File: src/bcsa_pkg.sv
// Shared types and constants for the binned chi-square accumulator.
// Used by every module under src; depends on nothing.
package bcsa_pkg;

  // Default widths; the top level may override these by parameter.
  localparam int unsigned FRACTION_BITS_DEF = 16;
  localparam int unsigned INDEX_BITS_DEF    = 12;

  // Fixed data widths of the arithmetic.
  localparam int unsigned VALUE_BITS = 32;
  localparam int unsigned PROD_BITS  = 2 * VALUE_BITS;
  localparam int unsigned SUM_BITS   = 48;
  localparam int unsigned DEN_BITS   = PROD_BITS + 1;
  localparam int unsigned QUOT_STEPS = SUM_BITS;
  localparam int unsigned STEP_CNT_BITS = $clog2(QUOT_STEPS + 1);

  localparam logic [SUM_BITS-1:0] SUM_MAX = '1;

  // Reset value of the bin count register.
  localparam int unsigned BIN_COUNT_RESET = 100;

  // Configuration register indexes.
  localparam int unsigned CFG_INDEX_BITS = 2;
  typedef enum logic [CFG_INDEX_BITS-1:0] {
    CFG_BIN_COUNT    = 2'd0,
    CFG_WINDOW_FIRST = 2'd1,
    CFG_WINDOW_LAST  = 2'd2
  } cfg_reg_e;

  // Sequencer states of the top level.
  typedef enum logic [3:0] {
    S_IDLE,
    S_SQ_DIFF,
    S_SQ_EA,
    S_SQ_EB,
    S_DEN,
    S_DIV_START,
    S_DIV_RUN,
    S_ACC,
    S_EMIT
  } state_e;

  // Status reported by the divider to the sequencer.
  typedef struct packed {
    logic done;
    logic big;
  } div_stat_t;

endpackage

File: src/binned_chi_square_accumulator.sv
// Top level of the binned chi-square accumulator: sequencer, window clamp,
// configuration registers and the running sum. Uses bcsa_pkg, bcsa_mul, bcsa_div.
//
// Usage:
//   Input channel (in_valid_i / in_stall_o) takes one bin pair per request.
//   Output channel (out_valid_o / out_stall_i) gives one request holding the
//   accumulated chi-square and its overflow flag after each final bin.
//   Configuration writes (cfg_valid_i / cfg_ready_o) are always taken and
//   must only be issued while the block is idle.
// Sequencing:
//   A bin inside the window occupies the block from its request to the next:
//   the accepting cycle, three squarings on the shared multiplier, the divisor,
//   the divider start, the restoring divider (48 quotient bits, one per cycle,
//   then seeing it finish) and the accumulation. A bin outside the window
//   passes only through the accepting and accumulating states. A final bin then
//   moves the sum into the output register, waiting while that register is full.
// Reset:
//   Clears the sum and its flag, the output valid flag and the sequencer, and
//   sets bin_count to 100 and both window bounds to 0.
// Stall:
//   The output register holds a result while the receiver stalls; the next
//   items are still accepted, and only a further final bin waits until the
//   register is free.
module binned_chi_square_accumulator #(
  parameter int unsigned FRACTION_BITS = bcsa_pkg::FRACTION_BITS_DEF,
  parameter int unsigned INDEX_BITS    = bcsa_pkg::INDEX_BITS_DEF
) (
  input  logic                                   clk_i,
  input  logic                                   rst_ni,
  // Input channel
  input  logic                                   in_valid_i,
  output logic                                   in_stall_o,
  input  logic [INDEX_BITS-1:0]                  bin_index_i,
  input  logic signed [bcsa_pkg::VALUE_BITS-1:0] value_a_i,
  input  logic [bcsa_pkg::VALUE_BITS-1:0]        error_a_i,
  input  logic signed [bcsa_pkg::VALUE_BITS-1:0] value_b_i,
  input  logic [bcsa_pkg::VALUE_BITS-1:0]        error_b_i,
  input  logic                                   final_bin_i,
  // Output channel
  output logic                                   out_valid_o,
  input  logic                                   out_stall_i,
  output logic [bcsa_pkg::SUM_BITS-1:0]          chi_square_o,
  output logic                                   overflowed_o,
  // Configuration channel
  input  logic                                   cfg_valid_i,
  output logic                                   cfg_ready_o,
  input  logic [bcsa_pkg::CFG_INDEX_BITS-1:0]    cfg_index_i,
  input  logic [INDEX_BITS-1:0]                  cfg_data_i
);

  localparam int unsigned HiBits = bcsa_pkg::PROD_BITS + FRACTION_BITS - bcsa_pkg::SUM_BITS;
  localparam int unsigned VB     = bcsa_pkg::VALUE_BITS;
  localparam int unsigned SB     = bcsa_pkg::SUM_BITS;
  localparam int unsigned DB     = bcsa_pkg::DEN_BITS;
  localparam int unsigned PB     = bcsa_pkg::PROD_BITS;

  bcsa_pkg::state_e    state_q, state_d;
  bcsa_pkg::div_stat_t div_stat;

  logic [INDEX_BITS-1:0] bin_count_q;
  logic [INDEX_BITS-1:0] window_first_q;
  logic [INDEX_BITS-1:0] window_last_q;
  logic [INDEX_BITS-1:0] eff_last;
  logic [INDEX_BITS-1:0] eff_first;
  logic                  in_window;

  logic [VB:0]   diff;
  logic [VB:0]   diff_abs;
  logic [VB-1:0] mag_q;
  logic [VB-1:0] err_a_q;
  logic [VB-1:0] err_b_q;
  logic          final_q;
  logic          in_win_q;
  logic [PB-1:0] d2_q;
  logic [PB-1:0] sa_q;
  logic [DB-1:0] den_q;
  logic [DB-1:0] den_sum;

  logic          mul_en;
  logic [VB-1:0] mul_a;
  logic [VB-1:0] mul_b;
  logic [PB-1:0] product;
  logic          div_start;
  logic [SB-1:0] quot;

  logic [SB-1:0] sum_q;
  logic          sat_q;
  logic [SB-1:0] term;
  logic [SB:0]   sum_wide;

  logic          in_accept;
  logic          out_free;
  logic          out_load;
  logic          out_valid_q;
  logic [SB-1:0] out_sum_q;
  logic          out_ovf_q;

  // Configuration registers; writes are always taken.
  assign cfg_ready_o = 1'b1;

  always_ff @(posedge clk_i or negedge rst_ni) begin
    if (!rst_ni) begin
      bin_count_q    <= INDEX_BITS'(bcsa_pkg::BIN_COUNT_RESET);
      window_first_q <= '0;
      window_last_q  <= '0;
    end else if (cfg_valid_i && cfg_ready_o) begin
      case (bcsa_pkg::cfg_reg_e'(cfg_index_i))
        bcsa_pkg::CFG_BIN_COUNT:    bin_count_q    <= cfg_data_i;
        bcsa_pkg::CFG_WINDOW_FIRST: window_first_q <= cfg_data_i;
        bcsa_pkg::CFG_WINDOW_LAST:  window_last_q  <= cfg_data_i;
        default: ;
      endcase
    end
  end

  // Window clamp: an open or oversized last bin becomes the bin count, and a
  // first bin beyond the last falls back to zero.
  always_comb begin
    eff_last  = (window_last_q == '0 || window_last_q > bin_count_q) ?
                bin_count_q : window_last_q;
    eff_first = (window_first_q > eff_last) ? '0 : window_first_q;
    in_window = (bin_index_i >= eff_first) && (bin_index_i <= eff_last);
  end

  // Magnitude of the content difference; it always fits in 32 bits.
  always_comb begin
    diff     = {value_a_i[VB-1], value_a_i} - {value_b_i[VB-1], value_b_i};
    diff_abs = diff[VB] ? (~diff + 1'b1) : diff;
  end

  assign in_stall_o = (state_q != bcsa_pkg::S_IDLE);
  assign in_accept  = in_valid_i && !in_stall_o;

  // Output register is free when empty or being taken this cycle.
  assign out_free = !out_valid_q || !out_stall_i;

  // Sequencer: next state and the controls of the shared units.
  always_comb begin
    state_d   = state_q;
    mul_en    = 1'b0;
    mul_a     = mag_q;
    mul_b     = mag_q;
    div_start = 1'b0;
    out_load  = 1'b0;
    case (state_q)
      bcsa_pkg::S_IDLE: begin
        if (in_accept) begin
          state_d = in_window ? bcsa_pkg::S_SQ_DIFF : bcsa_pkg::S_ACC;
        end
      end
      bcsa_pkg::S_SQ_DIFF: begin
        mul_en  = 1'b1;
        state_d = bcsa_pkg::S_SQ_EA;
      end
      bcsa_pkg::S_SQ_EA: begin
        mul_en  = 1'b1;
        mul_a   = err_a_q;
        mul_b   = err_a_q;
        state_d = bcsa_pkg::S_SQ_EB;
      end
      bcsa_pkg::S_SQ_EB: begin
        mul_en  = 1'b1;
        mul_a   = err_b_q;
        mul_b   = err_b_q;
        state_d = bcsa_pkg::S_DEN;
      end
      bcsa_pkg::S_DEN: begin
        state_d = bcsa_pkg::S_DIV_START;
      end
      bcsa_pkg::S_DIV_START: begin
        div_start = 1'b1;
        state_d   = bcsa_pkg::S_DIV_RUN;
      end
      bcsa_pkg::S_DIV_RUN: begin
        if (div_stat.done) begin
          state_d = bcsa_pkg::S_ACC;
        end
      end
      bcsa_pkg::S_ACC: begin
        state_d = final_q ? bcsa_pkg::S_EMIT : bcsa_pkg::S_IDLE;
      end
      bcsa_pkg::S_EMIT: begin
        if (out_free) begin
          out_load = 1'b1;
          state_d  = bcsa_pkg::S_IDLE;
        end
      end
      default: begin
        state_d = bcsa_pkg::S_IDLE;
      end
    endcase
  end

  always_ff @(posedge clk_i or negedge rst_ni) begin
    if (!rst_ni) begin
      state_q <= bcsa_pkg::S_IDLE;
    end else begin
      state_q <= state_d;
    end
  end

  // Shared multiplier: squared difference, then each squared error.
  bcsa_mul u_mul (
    .clk_i     (clk_i),
    .en_i      (mul_en),
    .op_a_i    (mul_a),
    .op_b_i    (mul_b),
    .product_o (product)
  );

  // Divisor is the sum of squared errors, or 1.0 when both are zero.
  always_comb begin
    den_sum = {1'b0, sa_q} + {1'b0, product};
    if (den_sum == '0) begin
      den_sum = DB'(1) << (2 * FRACTION_BITS);
    end
  end

  // Item capture and intermediate products.
  always_ff @(posedge clk_i) begin
    if (in_accept) begin
      mag_q    <= diff_abs[VB-1:0];
      err_a_q  <= error_a_i;
      err_b_q  <= error_b_i;
      final_q  <= final_bin_i;
      in_win_q <= in_window;
    end
    if (state_q == bcsa_pkg::S_SQ_EA) begin
      d2_q <= product;
    end
    if (state_q == bcsa_pkg::S_SQ_EB) begin
      sa_q <= product;
    end
    if (state_q == bcsa_pkg::S_DEN) begin
      den_q <= den_sum;
    end
  end

  // Numerator is the squared difference scaled by the fraction bits.
  bcsa_div #(
    .FRACTION_BITS (FRACTION_BITS)
  ) u_div (
    .clk_i    (clk_i),
    .rst_ni   (rst_ni),
    .start_i  (div_start),
    .num_hi_i (d2_q[PB-1 -: HiBits]),
    .num_lo_i ({d2_q[SB-FRACTION_BITS-1:0], {FRACTION_BITS{1'b0}}}),
    .den_i    (den_q),
    .quot_o   (quot),
    .status_o (div_stat)
  );

  // Saturating accumulation of the term.
  always_comb begin
    term     = div_stat.big ? bcsa_pkg::SUM_MAX : quot;
    sum_wide = {1'b0, sum_q} + {1'b0, term};
  end

  always_ff @(posedge clk_i or negedge rst_ni) begin
    if (!rst_ni) begin
      sum_q <= '0;
      sat_q <= 1'b0;
    end else if (state_q == bcsa_pkg::S_ACC && in_win_q) begin
      if (div_stat.big || sum_wide[SB]) begin
        sum_q <= bcsa_pkg::SUM_MAX;
        sat_q <= 1'b1;
      end else begin
        sum_q <= sum_wide[SB-1:0];
      end
    end else if (out_load) begin
      sum_q <= '0;
      sat_q <= 1'b0;
    end
  end

  // Output register.
  always_ff @(posedge clk_i or negedge rst_ni) begin
    if (!rst_ni) begin
      out_valid_q <= 1'b0;
    end else begin
      out_valid_q <= out_load || (out_valid_q && out_stall_i);
    end
  end

  always_ff @(posedge clk_i) begin
    if (out_load) begin
      out_sum_q <= sum_q;
      out_ovf_q <= sat_q;
    end
  end

  assign out_valid_o  = out_valid_q;
  assign chi_square_o = out_sum_q;
  assign overflowed_o = out_ovf_q;

  // A saturated running sum always sits at its maximum.
  assert property (@(posedge clk_i) disable iff (!rst_ni)
    sat_q |-> sum_q == bcsa_pkg::SUM_MAX)
    else $error("saturation flag set while sum below maximum");

  // A flagged result carries the saturated value.
  assert property (@(posedge clk_i) disable iff (!rst_ni)
    out_valid_o && overflowed_o |-> chi_square_o == bcsa_pkg::SUM_MAX)
    else $error("overflowed result not at maximum");

  // An accepted request makes the block busy in the next cycle.
  assert property (@(posedge clk_i) disable iff (!rst_ni)
    in_accept |=> in_stall_o)
    else $error("input taken twice in consecutive cycles");

  // The divider result is consumed as soon as it is reported.
  assert property (@(posedge clk_i) disable iff (!rst_ni)
    state_q == bcsa_pkg::S_DIV_RUN && div_stat.done |=> state_q == bcsa_pkg::S_ACC)
    else $error("divider result not accumulated");

  // The running sum is cleared once the result is loaded.
  assert property (@(posedge clk_i) disable iff (!rst_ni)
    out_load |=> sum_q == '0 && !sat_q && out_valid_q)
    else $error("sum not cleared after emitting a result");

endmodule

File: src/bcsa_mul.sv
// Shared 32 by 32 unsigned multiplier with a registered product.
// Depends on bcsa_pkg for the operand and product widths.
module bcsa_mul (
  input  logic                              clk_i,
  input  logic                              en_i,
  input  logic [bcsa_pkg::VALUE_BITS-1:0]   op_a_i,
  input  logic [bcsa_pkg::VALUE_BITS-1:0]   op_b_i,
  output logic [bcsa_pkg::PROD_BITS-1:0]    product_o
);

  logic [bcsa_pkg::PROD_BITS-1:0] product_q;
  logic [bcsa_pkg::PROD_BITS-1:0] product_d;

  // Full-width product of the two operands.
  assign product_d = bcsa_pkg::PROD_BITS'(op_a_i) * bcsa_pkg::PROD_BITS'(op_b_i);

  // The product is held until the next enabled cycle.
  always_ff @(posedge clk_i) begin
    if (en_i) begin
      product_q <= product_d;
    end
  end

  assign product_o = product_q;

endmodule

File: src/bcsa_div.sv
// Restoring divider giving a 48-bit quotient, one bit per cycle, with an
// overflow flag when the quotient would not fit. Depends on bcsa_pkg.
module bcsa_div #(
  parameter int unsigned FRACTION_BITS = bcsa_pkg::FRACTION_BITS_DEF
) (
  input  logic                                                         clk_i,
  input  logic                                                         rst_ni,
  input  logic                                                         start_i,
  input  logic [bcsa_pkg::PROD_BITS+FRACTION_BITS-bcsa_pkg::SUM_BITS-1:0] num_hi_i,
  input  logic [bcsa_pkg::SUM_BITS-1:0]                                num_lo_i,
  input  logic [bcsa_pkg::DEN_BITS-1:0]                                den_i,
  output logic [bcsa_pkg::SUM_BITS-1:0]                                quot_o,
  output bcsa_pkg::div_stat_t                                          status_o
);

  logic [bcsa_pkg::DEN_BITS-1:0]      rem_q;
  logic [bcsa_pkg::DEN_BITS-1:0]      rem_d;
  logic [bcsa_pkg::SUM_BITS-1:0]      quot_q;
  logic [bcsa_pkg::SUM_BITS-1:0]      quot_d;
  logic                               big_q;
  logic [bcsa_pkg::STEP_CNT_BITS-1:0] cnt_q;
  logic                               busy_q;
  logic                               done_q;
  logic [bcsa_pkg::DEN_BITS:0]        rem_sh;
  logic [bcsa_pkg::DEN_BITS:0]        rem_sub;
  logic                               step_ge;
  logic [bcsa_pkg::DEN_BITS-1:0]      num_hi_ext;

  // The upper part of the numerator seeds the remainder; when it already
  // reaches the divisor the quotient has more than 48 bits.
  assign num_hi_ext = bcsa_pkg::DEN_BITS'(num_hi_i);

  // One restoring step: shift in the next numerator bit, try to subtract.
  always_comb begin
    rem_sh  = {rem_q, quot_q[bcsa_pkg::SUM_BITS-1]};
    rem_sub = rem_sh - {1'b0, den_i};
    step_ge = (rem_sh >= {1'b0, den_i});
    rem_d   = step_ge ? rem_sub[bcsa_pkg::DEN_BITS-1:0] : rem_sh[bcsa_pkg::DEN_BITS-1:0];
    quot_d  = {quot_q[bcsa_pkg::SUM_BITS-2:0], step_ge};
  end

  // Step counter and completion flag.
  always_ff @(posedge clk_i or negedge rst_ni) begin
    if (!rst_ni) begin
      cnt_q  <= '0;
      busy_q <= 1'b0;
      done_q <= 1'b0;
    end else if (start_i) begin
      cnt_q  <= bcsa_pkg::STEP_CNT_BITS'(bcsa_pkg::QUOT_STEPS);
      busy_q <= 1'b1;
      done_q <= 1'b0;
    end else if (busy_q) begin
      cnt_q <= cnt_q - 1'b1;
      if (cnt_q == bcsa_pkg::STEP_CNT_BITS'(1)) begin
        busy_q <= 1'b0;
        done_q <= 1'b1;
      end
    end
  end

  // Remainder and quotient shift register; the quotient register first
  // carries the low numerator bits, which are shifted out as quotient
  // bits come in.
  always_ff @(posedge clk_i) begin
    if (start_i) begin
      rem_q  <= num_hi_ext;
      quot_q <= num_lo_i;
      big_q  <= (num_hi_ext >= den_i);
    end else if (busy_q) begin
      rem_q  <= rem_d;
      quot_q <= quot_d;
    end
  end

  assign quot_o        = quot_q;
  assign status_o.done = done_q;
  assign status_o.big  = big_q;

  // A started division is never reported done in the following cycle.
  assert property (@(posedge clk_i) disable iff (!rst_ni)
    start_i |=> !done_q && busy_q)
    else $error("divider reported done right after a start");

  // Busy and done are never set together.
  assert property (@(posedge clk_i) disable iff (!rst_ni)
    !(busy_q && done_q))
    else $error("divider busy and done at once");

  // A busy divider at its last step, with no new start, then reports done.
  assert property (@(posedge clk_i) disable iff (!rst_ni)
    busy_q && cnt_q == bcsa_pkg::STEP_CNT_BITS'(1) && !start_i |=> done_q)
    else $error("divider did not finish after its last step");

endmodule

File: config.mk
export PLATFORM = sky130hd
export DESIGN_NAME = binned_chi_square_accumulator
export DESIGN_NICKNAME = d
export VERILOG_FILES = /design/src/bcsa_pkg.sv /design/src/binned_chi_square_accumulator.sv /design/src/bcsa_mul.sv /design/src/bcsa_div.sv
export SDC_FILE = /design/constraint.sdc
export NUM_CORES = 2
export LEC_CHECK = 0
export ABC_AREA = 1
export BUFFER_PORTS_ARGS = -buffer_cell sky130_fd_sc_hd__buf_4
export CAP_MARGIN = 20
export CORE_AREA = 2 2 516 262
export CTS_CLUSTER_DIAMETER = 80
export DETAILED_ROUTE_END_ITERATION = 12
export DIE_AREA = 0 0 518 264
export PLACE_DENSITY = 0.73
export SETUP_SLACK_MARGIN = 0.1
export SYNTH_ARGS = -nofsm -noshare
export SYNTH_HDL_FRONTEND = slang
export SYNTH_HIERARCHICAL = 1
export SYNTH_SLANG_ARGS = --single-unit
File: constraint.sdc
create_clock -name clk_i -period 25.9 [get_ports clk_i]
set_input_delay 5.18 -clock clk_i [delete_from_list [all_inputs] [get_ports clk_i]]
set_output_delay 5.18 -clock clk_i [all_outputs]
set_load 0.05 [all_outputs]
==> flow_summary.yaml <==
logic_synthesis:
  synth.area.top_cells: "fa_1 (23%), edfxtp_1 (18%), nand2_1 (16%), inv_1 (13%), ha_1 (8.8%)"
  synth_xor_area_share_pct: 1.916
  synth_seq_cells: 616
  ys_types: 64
  synth_edf_count: 485
  synth_warnings: 6
  synth-seq-area-share_pct: 22.43
  syn-cell-area_um2: 78810
  synth-simple-area-share_pct: 24.60
  synthCells: 10664
  synth_top_area_cell: "fa_1"
  synth-compound-area-share_pct: 5.030
  ys_async_sr_fraction_pct: 15.91
  synth_adder_area_share_pct: 31.64
  syn_avg_cell_area_um2: 7.390
  synth_top_area_share_pct: 22.86
  ys.flop_type: "edfxtp_1"
  synth_top_family_by_area: "adder cells"
  synth_mux_area_share_pct: 0
setup_path:
  cp_max_fo: 54
  path_buf_inv: 9
  cp_data_arrival_time_ns: 10.38
  path_class: "reg -> reg"
  reg2reg_slack_ns: 15.97
  slowest_delay_ns: 0.67
  required_ns: 26.35
  cp_slowest_cell: "buf_4"
  reg2regPathDepth: 32
  critPathLaunchType: "flip-flop"
  rr_endpoint: "u_mul/product_o[53]"
  r2r-start: "state_q[3]"
  critPathCaptureType: "flip-flop"
  path_delay_family: "adder cells"
timing:
  clock_skew_ns: 0.06743
  period_share_pct: 38.34
  hold_viol: 0
  setup_tns_ns: 0
  fin_crit_ns: 9.931
  worstMarginPinSlew_ns: 1.253
  rsz0062_at_grt: "no"
  setup_ws_ns: 15.97
  setup_viol: 0
  clock.fmax_mhz: 100.7
  slew_headroom_pct: 16.09
  slew_viol_final: 0
hold_path:
  hold_path.class: "reg -> reg"
  worstHoldStart: "sat_q"
  whs_endpoint: "overflowed_o"
  holdPathStages: 0
route:
  viasPerCell: 5.673
  wl_per_cell_um: 22.42
  wirelength_mm: 282.1
  drtIter0Drc: 10938
  drcViolationCount: 0
  dr.pass1.iters: 8
  vias: 71376
  ant_nets: 0
cts:
  cts_hold_buf: 0
  cts_resized: 0
  clk_latency_ns: 0.74
  cts_num_sinks: 616
  post-cts-setup-buffer-count: 0
  path_clk_slew_ns: 0.07
  cts_tree: "built"
  cts_buffers: 61
  clock_path_buffers: 3
  cts-root-buf: "clkbuf_16"
  htree_levels: 2
outcome:
  status: "complete, no violations"
final_layout:
  nFillCells: 11668
  layout_commonest_cell: "nand2_1"
  drive_above_1_share_pct: 5.555
  syn_to_final_growth_pct: 6.944
  nNetsFinal: 12344
  final_cell_mix: "nand2_1 (3377), inv_1 (2668), fa_1 (900)"
floorplan:
  fp.dieW_um: 518
  die_h_um: 264
  dieArea_um2: 136800
  initial_utilization_pct: 59.41
  core_area_um2: 132700
  ios: 212
  row_count: 95
grt:
  grt-ovfl-total: 0
  grt_pass1_wl_mm: 422.7
  track_usage_pct: 41.29
  grt_pass1_vias: 67115
  grt_antenna_before_repair: 19
  grt_start_max_net_pins: 87
place:
  pre_cts_ws_ns: 16.43
  dp_hpwl_mm: 229.0
  numPortBuffers: 210
  gp_congestion: 1.101
run:
  drv_cap: 0
## layer usage
layer	global-route usage, %	wire length [µm]	vias to the layer above
li1	-	-	31971
met1	66.75	128200	33886
met2	46.75	93380	5146
met3	22.44	56230	339
met4	5.112	3707	34
met5	2.148	572	-
## through the flow
step | hold WS (ns) | instance area [µm²] | cells | utilization [%]
3_5_place_dp | 0.4441 | 82160 | 12460 | 61.94
4_1_cts | 0.4661 | 84260 | 12576 | 63.52
5_1_grt | 0.4790 | 84280 | 12578 | 63.53
6_report | 0.4712 | 84280 | 12581 | 63.54
3_3_place_gp | 0.4310 | 82160 | 12460 | 61.94
2_1_floorplan | 0.4249 | 78870 | 10679 | -
## worst max path at each step
stage | from | end | slack [ns] | cells after the start
floorplan | in_valid_i | err_a_q[0] | 16.06 | 2
global placement | state_q[3] | u_mul/product_o[53] | 16.46 | 32
detailed placement | state_q[3] | u_mul/product_o[53] | 16.43 | 32
CTS | state_q[3] | u_mul/product_o[53] | 16.34 | 32
global route | state_q[3] | u_mul/product_o[38] | 15.66 | 34
finish | state_q[3] | u_mul/product_o[53] | 15.97 | 32
## cells by family (layout without fill, tap and decap cells)
kind of cell,Yosys count,after routing
buffers and inverters,2981,3086
AND/OR/NAND/NOR,4720,4720
adder cells (fa/ha/maj),1453,1453
flip-flops,616,616
other,2,20
XOR/XNOR,169,169
AO/OA/AOI/OAI,723,723
## worst reg2reg max path, delay by kind of cell (launching register included)
kind	cells	cell delay, ns
adder cells (fa/ha/maj)	9	4.64
AND/OR/NAND/NOR	14	2.61
buffers and inverters	9	2.02
flip-flops	1	0.41
## synthesized netlist by cell type, drive strengths merged (33+ instances only)
master / instances
xnor2: 59
clkbuf: 250
nor2: 588
nand3b: 85
inv: 2697
nand4: 84
edfxtp: 485
or2: 51
nand2: 3399
fa: 900
xor2: 110
o21ai: 243
dfxtp: 33
nand3: 415
a21oi: 352
dfrtp: 95
o21bai: 37
nor3: 71
ha: 553
## final cells by class
| type | count | area [µm²] | share of cell area (%) |
|---|---|---|---|
| Clock inverter | 48 | 538.0 | 0.6383 |
| Antenna cell | 3 | 7.507 | 0.008907 |
| Timing Repair Buffer | 271 | 2032 | 2.411 |
| Tap cell | 1794 | 2245 | 2.663 |
| Clock buffer | 68 | 1563 | 1.854 |
| Multi-Input combinational cell | 7082 | 50090 | 59.43 |
| Sequential cell | 616 | 17680 | 20.98 |
| Inverter | 2699 | 10130 | 12.02 |
## sequential cells by signal (all words and copies together), names as in the netlist, 32 cells and up
name / flops
den_q: 65
mag_q: 32
sa_q: 64
u_div/rem_q: 65
chi_square_o: 48
err_b_q: 32
u_mul/product_o: 64
d2_q: 64
u_div/quot_o: 48
err_a_q: 32
sum_q: 48
Power is left out: the tool's default activity adds up to more than one toggle a clock period on the data nets, which glitch-free logic cannot reach.
